==> config.mk <==
export PLATFORM = sky130hd
export DESIGN_NAME = sdt_div_cell
export DESIGN_NICKNAME = d
export VERILOG_FILES = /design/src/rtl/sdt_pkg.sv /design/src/rtl/sdt_div_cell.sv
export SDC_FILE = /design/constraint.sdc
export NUM_CORES = 1
export LEC_CHECK = 0
export BUFFER_PORTS_ARGS = -buffer_cell sky130_fd_sc_hd__buf_2
export CORE_AREA = 2 2 151 153
export CTS_CLUSTER_SIZE = 20
export DETAILED_ROUTE_END_ITERATION = 8
export DIE_AREA = 0 0 153 155
export PLACE_DENSITY = 0.69
export SLEW_MARGIN = 20
export SYNTH_ARGS = -nofsm -noshare
export SYNTH_HDL_FRONTEND = slang
export SYNTH_SLANG_ARGS = --single-unit
export TNS_END_PERCENT = 100
==> constraint.sdc <==
create_clock -name clk -period 0.8 [get_ports clk]
set_input_delay 0.16 -clock clk [delete_from_list [all_inputs] [get_ports clk]]
set_output_delay 0.16 -clock clk [all_outputs]
set_load 0.1 [all_outputs]
==> src/rtl/sdt_pkg.sv <==
package sdt_pkg;

	localparam int COORD_W   = 16;
	localparam int BASE_W    = 24;
	localparam int CFG_W     = 24;
	localparam int IDX_W     = 3;
	localparam int DIV_W     = 16;
	localparam int PROD_W    = COORD_W + BASE_W;
	localparam int DVD_W     = PROD_W + 1;
	localparam int ACC_W     = DIV_W + DVD_W;
	localparam int OUT_W     = 32;
	localparam int NUM_LANES = 3;

	localparam int LANE_X = 0;
	localparam int LANE_Y = 1;
	localparam int LANE_Z = 2;

	localparam logic [IDX_W-1:0] REG_FOCAL    = 3'd0;
	localparam logic [IDX_W-1:0] REG_CENTER_X = 3'd1;
	localparam logic [IDX_W-1:0] REG_CENTER_Y = 3'd2;
	localparam logic [IDX_W-1:0] REG_BASELINE = 3'd3;
	localparam logic [IDX_W-1:0] REG_MIN_DISP = 3'd4;
	localparam logic [IDX_W-1:0] REG_VERTICAL = 3'd5;

	typedef struct packed {
		logic [COORD_W-1:0] focal_length;
		logic [COORD_W-1:0] center_x;
		logic [COORD_W-1:0] center_y;
		logic [BASE_W-1:0]  stereo_baseline;
		logic [COORD_W-1:0] min_disparity;
		logic               vertical_axis;
	} cfg_t;

	// acc per lane: {remainder, dividend bits still to shift / quotient bits shifted in}
	typedef struct packed {
		logic [NUM_LANES-1:0][ACC_W-1:0] acc;
		logic [NUM_LANES-1:0]            neg;
		logic [DIV_W-1:0]                div;
		logic                            ok;
	} work_t;

	typedef struct packed {
		logic [OUT_W-1:0] point_x;
		logic [OUT_W-1:0] point_y;
		logic [OUT_W-1:0] point_z;
		logic             point_valid;
	} result_t;

endpackage

==> src/rtl/sdt_div_cell.sv <==
module sdt_div_cell (
	input  logic           clk,
	input  logic           arst_n,
	input  logic           en,
	input  logic           v_in,
	input  sdt_pkg::work_t work_in,
	output logic           v_s1,
	output sdt_pkg::work_t work_s1
);

	// one restoring-division step per lane: shift in next dividend bit, trial subtract
	sdt_pkg::work_t                              work_nxt;
	logic [sdt_pkg::NUM_LANES-1:0][sdt_pkg::DIV_W:0] trial;
	logic [sdt_pkg::NUM_LANES-1:0]               ge;

	always_comb begin
		work_nxt = work_in;
		for (int i = 0; i < sdt_pkg::NUM_LANES; i++) begin
			trial[i] = work_in.acc[i][sdt_pkg::ACC_W-1 -: (sdt_pkg::DIV_W + 1)];
			ge[i]    = trial[i] >= {1'b0, work_in.div};
			work_nxt.acc[i][sdt_pkg::ACC_W-1 -: sdt_pkg::DIV_W] = ge[i] ?
				sdt_pkg::DIV_W'(trial[i] - {1'b0, work_in.div}) :
				trial[i][sdt_pkg::DIV_W-1:0];
			work_nxt.acc[i][sdt_pkg::DVD_W-1:0] =
				{work_in.acc[i][sdt_pkg::DVD_W-2:0], ge[i]};
		end
	end

	always_ff @(posedge clk or negedge arst_n) begin
		if (!arst_n) begin
			v_s1 <= 1'b0;
		end else if (en) begin
			v_s1 <= v_in;
		end
	end

	always_ff @(posedge clk) begin
		if (en) begin
			work_s1 <= work_nxt;
		end
	end

endmodule

==> implementation parameters <==
Parameter                              Value

Run status
  Outcome    finished, violations left
  Violated checks    setup timing

Global routing
  Total congestion overflow    0
  Wire length of the first global-routing pass    54300 µm
  Global routing met3 resource utilization    7.19%
  Met1 track demand over resource    34.1%
  Tot GR Track Use    31.0%
  Pin count of the biggest net entering global routing    37
  Via count of the first global-routing pass    just under 9k
  Initial antenna violation count    4
  Most Crowded Layer GR    met2
  GR met2 Demand/Resource    56.7%

Routing
  Via count    ~8.3k
  Number of detailed-routing iterations run before antenna repair    5
  DRC violation count after routing    0
  Number of vias per cell    5.18
  Initial drt markers    between 500 and 600
  Post-detailed-route count of antenna-violating nets    0
  Detail-routed net length per standard cell    23.7 µm
  Total wire length after detailed routing    37800 µm

Worst setup path
  Worst path buffer plus inverter count    4
  Worst setup path startpoint    work_in[11]
  Data arrival, critical path    2.18 ns
  Critical Path, Cell by Cell    buf_6 > clkinvlp_4 > buf_6 > ha_4 > a211oi_2 > nor2_1 > a221o_1 > a31oi_2 > o21ai_2 > clkbuf_16 > mux2_2
  Startpoint of the lowest-slack register-to-register path    v_s1$_DFFE_PN0P_
  Endpoint type of the worst setup path    flop
  CP max stage delay    0.35 ns
  Top fanout value on the critical path    7
  Data required time of the worst path    0.99 ns
  Category of the worst setup path launch point    input port
  Critical-path top delay cell    a221o_1
  Startpoint-to-endpoint class of the critical path    input port to flop
  Cell class contributing the biggest share of worst-path delay    compound AO/OA/AOI/OAI gates
  Most Frequent Cell on Critical Path    buf_6

STA
  Setup repair after global routing missed its margin    yes
  Actual transition at the worst max-transition pin    between 0.2 and 0.3 ns
  Final cycle utilization of the critical path    249%
  Final slew viol count    0
  Max-slew headroom    80.6%
  Peak Freq    0.501 GHz
  Worst Setup Slack, final    -1.20 ns
  Final worst path period need    2.00 ns
  Number of hold violations in the final report    0
  Setup tns final    -138.39 ns
  Clock skew after layout    0 ns
  Endpoints failing setup    244

Clock tree
  Clock-pin transition on the worst setup and hold timing paths    0.08 ns
  Number of sinks on the clock net    ~190
  Number of CTS-inserted buffers    17
  Master cell of the clock root buffer    clkbuf_16
  Maximum buffer depth of the clock tree    2
  Worst skew pair latency    0.44 ns
  CTS tree    built
  Count of H-tree levels built during CTS    4

Synthesis
  Combinational family with the most area after synthesis    compound AO/OA/AOI/OAI gates
  Share of synthesized cell area in and, or, nand and nor gates    5.51%
  Post-Synth XOR/XNOR Area    3.31%
  Compound-gate portion of the synthesized area    10.1%
  Post-synthesis instance area    between 8000 and 9000 µm²
  Part of the Yosys area used for sequential elements    66.0%
  EDFF count, synth    191
  Flops & latches, synth    between 150 and 200
  Number of nets in the synthesized netlist    around 820
  Prevailing post-synth register cell    edfxtp_1
  Commonest cells post-synth    edfxtp_1, ha_1, mux2_2, a21oi_1, nor2_1
  Most frequent cell after synthesis    edfxtp_1
  Average instance area after synthesis    15.1 µm²
  Post-synthesis cell type count    60
  Area leader, netlist    edfxtp_1
  Fraction of synthesized area in multiplexers    roughly 5.9%
  Top cells by area in the synthesized netlist    edfxtp_1, ha_1, mux2_2
  Post-Syn Instances    578
  Area share of the largest cell type after synthesis    65.7%
  Total of warnings raised by yosys    0
  Async set-reset flop share out of synthesis    less than 1%
  Arithmetic-cell share of the synthesized area counting full adders, half adders and majority gates    7.57%

Job
  Max-cap violation count    0

Placed design
  # port buffers    between 300 and 400
  Routability congestion estimate from global placement    0.885
  Dpl ws    -1.81 ns
  Detailed-placement wirelength estimate    around 25000 µm
  Placed Cells    ~1.4k

Finish
  Filler cell count    1116
  Number of standard cells in the final layout excluding fillers    1596
  Net total in the final layout    between 1.5k and 2k
  Share of final-layout standard cells stronger than drive strength 1    55.5%
  Layout overhead on the synthesized area    107%
  Multi-input logic area    3430 µm²
  Flip-flop and latch area    5760 µm²

Min path
  Worst Min Path Start    work_in[131]
  Kind of path behind the tightest hold check    input port to flop

Die
  Total die area    23700 µm²
  Vertical die dimension    155 µm
  Floorplan die width    153 µm
  Core area    22200 µm²
  Rows    55
  Effective utilization at floorplan    39.3%
  Number of ports placed on the die boundary    387

Power and ir drop
  Maximum VDD drop    between 1 and 1.5 mV
  Lkg Pwr    a little under 8 nW
  Total Power    39.5 mW
  Power per cell area    ~2200 nW/µm²
## cell families after synthesis
| kind of cell | count (synthesis) |
|---|---|
| DFF | 192 |
| AOI/OAI and AO/OA | 129 |
| and+or+nand+nor | 94 |
| adders and majority gates | 51 |
| muxes | 46 |
| xor gates and xnor gates | 33 |
| buffers and inverters | 33 |
## path summary, 6_finish.rpt
| path | slack, ns | cells after the start | to |
|---|---|---|---|
| worst max register to register | -0.21 | 2 | v_s1$_DFFE_PN0P_ |
| worst min-delay path | 0.04 | 2 | work_s1[132]$_DFFE_PP_ |
| worst max-delay path | -1.20 | 11 | work_s1[131]$_DFFE_PP_ |
| worst min register to register | 0.71 | 2 | v_s1$_DFFE_PN0P_ |
| max in group asynchronous | 0.12 | 3 | v_s1$_DFFE_PN0P_ |
| min in group asynchronous | 0.56 | 3 | v_s1$_DFFE_PN0P_ |
## final cells by class
type / instances / share of cell area [%]
Timing Repair Buffer: 703 / 43.1
Sequential cell: 192 / 31.9
Multi-Input combinational cell: 353 / 19.0
Clock buffer: 18 / 2.38
Tap cell: 285 / 1.98
Clock inverter: 14 / 0.915
Inverter: 27 / 0.707
Antenna cell: 4 / 0.0554
## cell usage in the layout (no fill, tap or decap), types with 4 or more instances in the layout
| cell | n |
|---|---|
| inv_6 | 4 |
| mux2_4 | 5 |
| o21ai_0 | 10 |
| ha_1 | 23 |
| mux2i_1 | 5 |
| nand2b_1 | 4 |
| dlygate4sd3_1 | 141 |
| buf_12 | 200 |
| nor2_1 | 26 |
| nand3_1 | 4 |
| o21a_1 | 9 |
| o31a_1 | 4 |
| a21oi_1 | 24 |
| nor3_1 | 5 |
| inv_2 | 7 |
| buf_6 | 14 |
| and3_1 | 4 |
| clkbuf_16 | 19 |
| a31oi_1 | 14 |
| xnor2_1 | 24 |
| a21oi_2 | 7 |
| ha_4 | 23 |
| diode_2 | 4 |
| xor2_1 | 9 |
| nand2_1 | 14 |
| mux2_2 | 36 |
| inv_8 | 5 |
| a21o_1 | 15 |
| buf_4 | 157 |
| inv_1 | 14 |
| edfxtp_1 | 191 |
| buf_2 | 186 |
## report_power, final
group          switching [mW]  internal (mW)
registers               0.923           12.3
logic                    10.4           6.96
clock network            4.36           4.48
total                    15.7           23.8
## state kept, by name, summed over array words and instances (netlist names)
name	count
v_s1	1
work_s1	191
## per-layer routing
layer  vias to the layer above  part of all wire, %
li1                       3704                    -
met1                      4052                   35
met2                       409                   53
met5                         -                0.061
met4                         4                  5.4
met3                        98                  6.2
## through the flow
step	cell area (µm²)	hold slack [ns]	utilization (%)
4_1_cts	17800	0.0137	80.2
3_3_place_gp	15300	-0.0653	68.7
3_5_place_dp	15300	-0.0643	68.7
2_1_floorplan	8820	-0.136	-
6_report	18100	0.0384	81.2
5_1_grt	18000	0.0285	81.2
## worst register-to-register path, stage by stage (launching register included)
cell and delay, ns:
dfrtp_4 0.51, buf_6 0.12, mux2_4 0.26
## repair_timing
| item | in CTS | in global routing |
|---|---|---|
| gates cloned | 1 | 1 |
| buffers inserted | 13 | 4 |
| hold endpoints to repair | 140 | 0 |
| pin swaps | 21 | 34 |
| resized for setup | 88 | 43 |
| hold buffers | 141 | 0 |
| endpoints found under the setup margin | 244 | 244 |
Note: power is estimated with default switching activity, not from simulation.
