File: src/rtl/sdt_pkg.sv
package sdt_pkg;

	localparam int COORD_W   = 16;
	localparam int BASE_W    = 24;
	localparam int CFG_W     = 24;
	localparam int IDX_W     = 3;
	localparam int DIV_W     = 16;
	localparam int PROD_W    = COORD_W + BASE_W;
	localparam int DVD_W     = PROD_W + 1;
	localparam int ACC_W     = DIV_W + DVD_W;
	localparam int OUT_W     = 32;
	localparam int NUM_LANES = 3;

	localparam int LANE_X = 0;
	localparam int LANE_Y = 1;
	localparam int LANE_Z = 2;

	localparam logic [IDX_W-1:0] REG_FOCAL    = 3'd0;
	localparam logic [IDX_W-1:0] REG_CENTER_X = 3'd1;
	localparam logic [IDX_W-1:0] REG_CENTER_Y = 3'd2;
	localparam logic [IDX_W-1:0] REG_BASELINE = 3'd3;
	localparam logic [IDX_W-1:0] REG_MIN_DISP = 3'd4;
	localparam logic [IDX_W-1:0] REG_VERTICAL = 3'd5;

	typedef struct packed {
		logic [COORD_W-1:0] focal_length;
		logic [COORD_W-1:0] center_x;
		logic [COORD_W-1:0] center_y;
		logic [BASE_W-1:0]  stereo_baseline;
		logic [COORD_W-1:0] min_disparity;
		logic               vertical_axis;
	} cfg_t;

	// acc per lane: {remainder, dividend bits still to shift / quotient bits shifted in}
	typedef struct packed {
		logic [NUM_LANES-1:0][ACC_W-1:0] acc;
		logic [NUM_LANES-1:0]            neg;
		logic [DIV_W-1:0]                div;
		logic                            ok;
	} work_t;

	typedef struct packed {
		logic [OUT_W-1:0] point_x;
		logic [OUT_W-1:0] point_y;
		logic [OUT_W-1:0] point_z;
		logic             point_valid;
	} result_t;

endpackage

File: src/rtl/sdt_front.sv
module sdt_front (
	input  logic                          clk,
	input  logic                          arst_n,
	input  logic                          en,
	input  logic                          in_take,
	input  logic [sdt_pkg::COORD_W-1:0]   left_x,
	input  logic [sdt_pkg::COORD_W-1:0]   left_y,
	input  logic [sdt_pkg::COORD_W-1:0]   right_x,
	input  logic [sdt_pkg::COORD_W-1:0]   right_y,
	input  sdt_pkg::cfg_t                 cfg,
	output logic                          v_s3,
	output sdt_pkg::work_t                work_s3
);

	logic signed [sdt_pkg::COORD_W:0] disp;
	logic signed [sdt_pkg::COORD_W:0] nx;
	logic signed [sdt_pkg::COORD_W:0] ny;
	logic        [sdt_pkg::COORD_W:0] nx_neg;
	logic        [sdt_pkg::COORD_W:0] ny_neg;

	logic                                                v_s1;
	logic                                                ok_s1;
	logic [sdt_pkg::DIV_W-1:0]                           div_s1;
	logic [sdt_pkg::NUM_LANES-1:0]                       neg_s1;
	logic [sdt_pkg::NUM_LANES-1:0][sdt_pkg::COORD_W-1:0] mag_s1;

	logic                                                v_s2;
	logic                                                ok_s2;
	logic [sdt_pkg::DIV_W-1:0]                           div_s2;
	logic [sdt_pkg::NUM_LANES-1:0]                       neg_s2;
	logic [sdt_pkg::NUM_LANES-1:0][sdt_pkg::PROD_W-1:0]  prod_s2;

	always_comb begin
		if (cfg.vertical_axis) begin
			disp = $signed({1'b0, left_y}) - $signed({1'b0, right_y});
		end else begin
			disp = $signed({1'b0, left_x}) - $signed({1'b0, right_x});
		end
		nx     = $signed({1'b0, left_x}) - $signed({1'b0, cfg.center_x});
		ny     = $signed({1'b0, left_y}) - $signed({1'b0, cfg.center_y});
		nx_neg = -nx;
		ny_neg = -ny;
	end

	always_ff @(posedge clk or negedge arst_n) begin
		if (!arst_n) begin
			v_s1 <= 1'b0;
			v_s2 <= 1'b0;
			v_s3 <= 1'b0;
		end else if (en) begin
			v_s1 <= in_take;
			v_s2 <= v_s1;
			v_s3 <= v_s2;
		end
	end

	always_ff @(posedge clk) begin
		if (en) begin
			// stage 1: disparity test and numerator magnitudes
			ok_s1  <= disp > $signed({1'b0, cfg.min_disparity});
			div_s1 <= disp[sdt_pkg::DIV_W-1:0];
			neg_s1[sdt_pkg::LANE_X] <= nx[sdt_pkg::COORD_W];
			neg_s1[sdt_pkg::LANE_Y] <= ny[sdt_pkg::COORD_W];
			neg_s1[sdt_pkg::LANE_Z] <= 1'b0;
			mag_s1[sdt_pkg::LANE_X] <= nx[sdt_pkg::COORD_W] ?
				nx_neg[sdt_pkg::COORD_W-1:0] : nx[sdt_pkg::COORD_W-1:0];
			mag_s1[sdt_pkg::LANE_Y] <= ny[sdt_pkg::COORD_W] ?
				ny_neg[sdt_pkg::COORD_W-1:0] : ny[sdt_pkg::COORD_W-1:0];
			mag_s1[sdt_pkg::LANE_Z] <= cfg.focal_length;

			// stage 2: scale by baseline
			ok_s2  <= ok_s1;
			div_s2 <= div_s1;
			neg_s2 <= neg_s1;
			for (int i = 0; i < sdt_pkg::NUM_LANES; i++) begin
				prod_s2[i] <= sdt_pkg::PROD_W'(mag_s1[i]) *
					sdt_pkg::PROD_W'(cfg.stereo_baseline);
			end

			// stage 3: add half divisor for round-to-nearest
			work_s3.ok  <= ok_s2;
			work_s3.div <= div_s2;
			work_s3.neg <= neg_s2;
			for (int i = 0; i < sdt_pkg::NUM_LANES; i++) begin
				work_s3.acc[i] <= sdt_pkg::ACC_W'(sdt_pkg::DVD_W'(prod_s2[i]) +
					sdt_pkg::DVD_W'(div_s2[sdt_pkg::DIV_W-1:1]));
			end
		end
	end

endmodule

File: config.mk
export PLATFORM = sky130hd
export DESIGN_NAME = sdt_front
export DESIGN_NICKNAME = d
export VERILOG_FILES = /design/src/rtl/sdt_pkg.sv /design/src/rtl/sdt_front.sv
export SDC_FILE = /design/constraint.sdc
export NUM_CORES = 2
export LEC_CHECK = 0
export ABC_AREA = 1
export BUFFER_PORTS_ARGS = -buffer_cell sky130_fd_sc_hd__buf_2
export CORE_AREA = 2 2 388 390
export CTS_BUF_LIST = sky130_fd_sc_hd__clkbuf_4 sky130_fd_sc_hd__clkbuf_8
export DETAILED_ROUTE_END_ITERATION = 8
export DIE_AREA = 0 0 390 392
export PLACE_DENSITY_LB_ADDON = 0.15
export SYNTH_ARGS = -nofsm -noshare
export SYNTH_HDL_FRONTEND = slang
export SYNTH_SLANG_ARGS = --single-unit
File: constraint.sdc
create_clock -name clk -period 6.39 [get_ports clk]
set_input_delay 0.9585 -clock clk [delete_from_list [all_inputs] [get_ports clk]]
set_output_delay 0.9585 -clock clk [all_outputs]
set_load 0.03 [all_outputs]
==> key figures <==
Clocking
  • Worst-path clk slew: roughly 0.070 ns
  • Worst skew pair latency: approximately 0.8 ns
  • Num CTS Buffers: 67
  • Clock Sinks: about 350
  • CTS tree: done
  • CTS H-tree lvls: 3
  • Maximum clock path buffer count: 3
  • CTS Root Cell: clkbuf_8

Setup path
  • Crit path DAT: ~6.6 ns
  • Top cell family by delay on the critical path: adder cells
  • Reg2reg end: prod_s2[35]
  • Critical R2R Launch: mag_s1[5]
  • Worst path cell trace: buf_4 > nand2_1 > inv_1 > fa_1 > inv_1 > fa_1 > fa_1 > inv_1 > fa_1 > fa_1 > inv_1 > fa_1 > inv_1 > ha_1 > buf_4 > inv_1 > o21ai_0 > buf_4 > a21oi_2 > o21bai_1 > a31oi_1 > nand2_1 > nand2_1 > nand2_1
  • Crit Path Max Fanout: 15
  • WP buf/inv: 9
  • R2R setup slack: between 0.2 and 0.3 ns
  • Cells on worst reg2reg path: 24
  • Critical path class: register to register
  • CP peak stage delay: approximately 0.54 ns
  • Startpoint types: register
  • Setup crit end kind: register
  • Slowest-stage cell, CP: fa_1
  • Critical Path RT: about 6.8 ns

Drt
  • Via density: approximately 4.8
  • DR WL/cell: around 18 microns
  • Routed wire length: approximately 180000 microns
  • Iter 0 DRT Violations: 3465
  • Post-route ant nets: 0
  • TritonRoute pass-1 iters: 6
  • DR vias: 48848
  • DRC Markers: 0

Timing
  • Worst Tran Pin Value: 1.126 ns
  • F_max: about 0.16 GHz
  • Setup TNS: 0 ns
  • Slew HR: 0.2496
  • Final Hold Fails: 0
  • Setup violators final: 0
  • RSZ-0062 raised after global routing: no
  • Max Slew Vio Count: 0
  • Layout Skew: roughly 0.068 ns
  • Fin crit period: about 6 ns
  • Fin crit share: 0.9601

Global route
  • Vias in the first global route: roughly 50000
  • Pin count of the biggest net entering global routing: roughly 100
  • Global-route wire length before repair: approximately 280000 microns
  • Remaining Overflow, GRT: 0
  • Antenna violations before repair: 12
  • GRT Total Usage: 0.2400

Yosys
  • Avg Inst Size Synth: 7.991 sq um
  • Mapped cell area: between 50000 and 60000 sq um
  • EDFF count, synth: ~350
  • Synthesis Warnings: 0
  • Post-synth top area cell: fa_1
  • Asr flop ratio synth: 0.008547
  • Primary FF master, synth: edfxtp_1
  • Synth top area cells: fa_1 31%, edfxtp_1 18%, nand2_1 13%
  • Synth Register Bits: roughly 350
  • Post-Synthesis Cells: between 7000 and 8000
  • Post-synth cell types: 50
  • Post-synth top area share: 0.3128
  • Sequential share of the synthesized area: 0.1778

Floorplanning
  • Die area: 152900 sq um
  • Die X: about 390 microns
  • Boundary pin count: ~350
  • Die Y-Extent: 392 microns
  • Effective utilization at floorplan: 0.3976
  • Rows: approximately 140
  • Core Area: about 150000 sq um

Run status
  • Status: finished, final reports clean

Flow run
  • Max Cap Viol: 0

Hold path
  • Cells on Worst Hold Path: 1
  • Hold wc startpoint: cfg[75]
  • Hold/Removal Path Class: input pin to register
  • WHS Endpoint: mag_s1[34]

Placement
  • Port buffer count: 299
  • Placer Congestion: approximately 0.93
  • DPL Wire Length: approximately 150000 microns

Layout
  • Share of cells above drive strength 1: 0.1269
  • Commonest non-fill, non-tap cells in the layout: 1993 x nand2_1, 1915 x inv_1, 925 x fa_1
  • Layout area overhead: 15.73%
  • FILL cells: ~15000
  • Final Net Count: around 9700
  • Most common cell after layout, fill and taps aside: nand2_1
==> final cells by class <==
| type | count | area, sq um | area share |
|---|---|---|---|
| Clock inverter | 34 | 299.0 | 0.004364 |
| Tap cell | 1944 | 2432 | 0.03550 |
| Timing Repair Buffer | 859 | 6539 | 0.09543 |
| Antenna cell | 3 | 7.507 | 0.0001096 |
| Inverter | 1919 | 7203 | 0.1051 |
| Sequential cell | 351 | 10530 | 0.1536 |
| Multi-Input combinational cell | 4915 | 40450 | 0.5903 |
| Clock buffer | 85 | 1064 | 0.01552 |
==> Yosys cell counts (all sizes together) (19+ instances only) <==
cell,count
ha,463
xnor2,82
nand2,2016
inv,1919
edfxtp,348
xor2,152
o21a,19
o21ai,145
a21o,21
buf,90
clkbuf,182
a21oi,271
o21bai,22
nor2,364
nand4,47
fa,925
nor3,52
nand3,206
==> cells by family after synthesis <==
kind of cell / Yosys count / synth area share
AND/OR/NAND/NOR: 2721 / 0.1853
other: 1 / 0.00006334
adder cells (fa/ha/maj): 1388 / 0.4106
buffers and inverters: 2191 / 0.1424
AO/OA/AOI/OAI: 522 / 0.04905
multiplexers: 1 / 0.0001902
XOR/XNOR: 234 / 0.03462
flip-flops: 351 / 0.1778
==> metal layers <==
layer	track usage	up-vias	share of wire
met2	0.3574	1551	0.42
met3	0.04254	196	0.072
met4	0.04970	16	0.020
met1	0.3626	23748	0.49
li1	-	23337	-
met5	0	-	0.00051
==> registers in the layout (all words and copies together), names as in the netlist <==
register	count
work_s3	142
prod_s2	120
mag_s1	48
div_s1	16
div_s2	16
neg_s1	2
neg_s2	2
ok_s1	1
ok_s2	1
v_s1	1
v_s2	1
v_s3	1
==> what timing repair did <==
action	in CTS	in global routing
resized for setup	0	3
hold buffers	1	0
endpoints found under the setup margin	0	37
hold endpoints to repair	3	0
buffers inserted	0	32
==> worst max-delay path by stage <==
| stage | startpoint | to | depth (start not counted) |
|---|---|---|---|
| 6_report | mag_s1[5] | prod_s2[35] | 24 |
| 5_1_grt | mag_s1[10] | prod_s2[37] | 23 |
| 4_1_cts | mag_s1[1] | prod_s2[33] | 23 |
| 3_5_place_dp | cfg[35] | prod_s2[38] | 22 |
| 3_3_place_gp | cfg[35] | prod_s2[38] | 22 |
| 2_1_floorplan | cfg[30] | prod_s2[71] | 24 |
==> through the flow <==
step	util	std cells	area, sq um	setup slack (ns)	hold WS [ns]
finish	0.4602	10110	68520	0.2547	0.3378
global route	0.4602	10109	68510	0.009981	0.2982
CTS	0.4573	10075	68090	0.02962	0.2296
detailed placement	0.4481	9955	66720	-0.4602	0.4080
global placement	0.4481	9955	66720	-0.4350	0.4058
floorplan	-	7457	59380	0.07246	0.4003
Power is not shown: default switching activity piles up to over one toggle a cycle in this logic, so the estimate is an artifact.
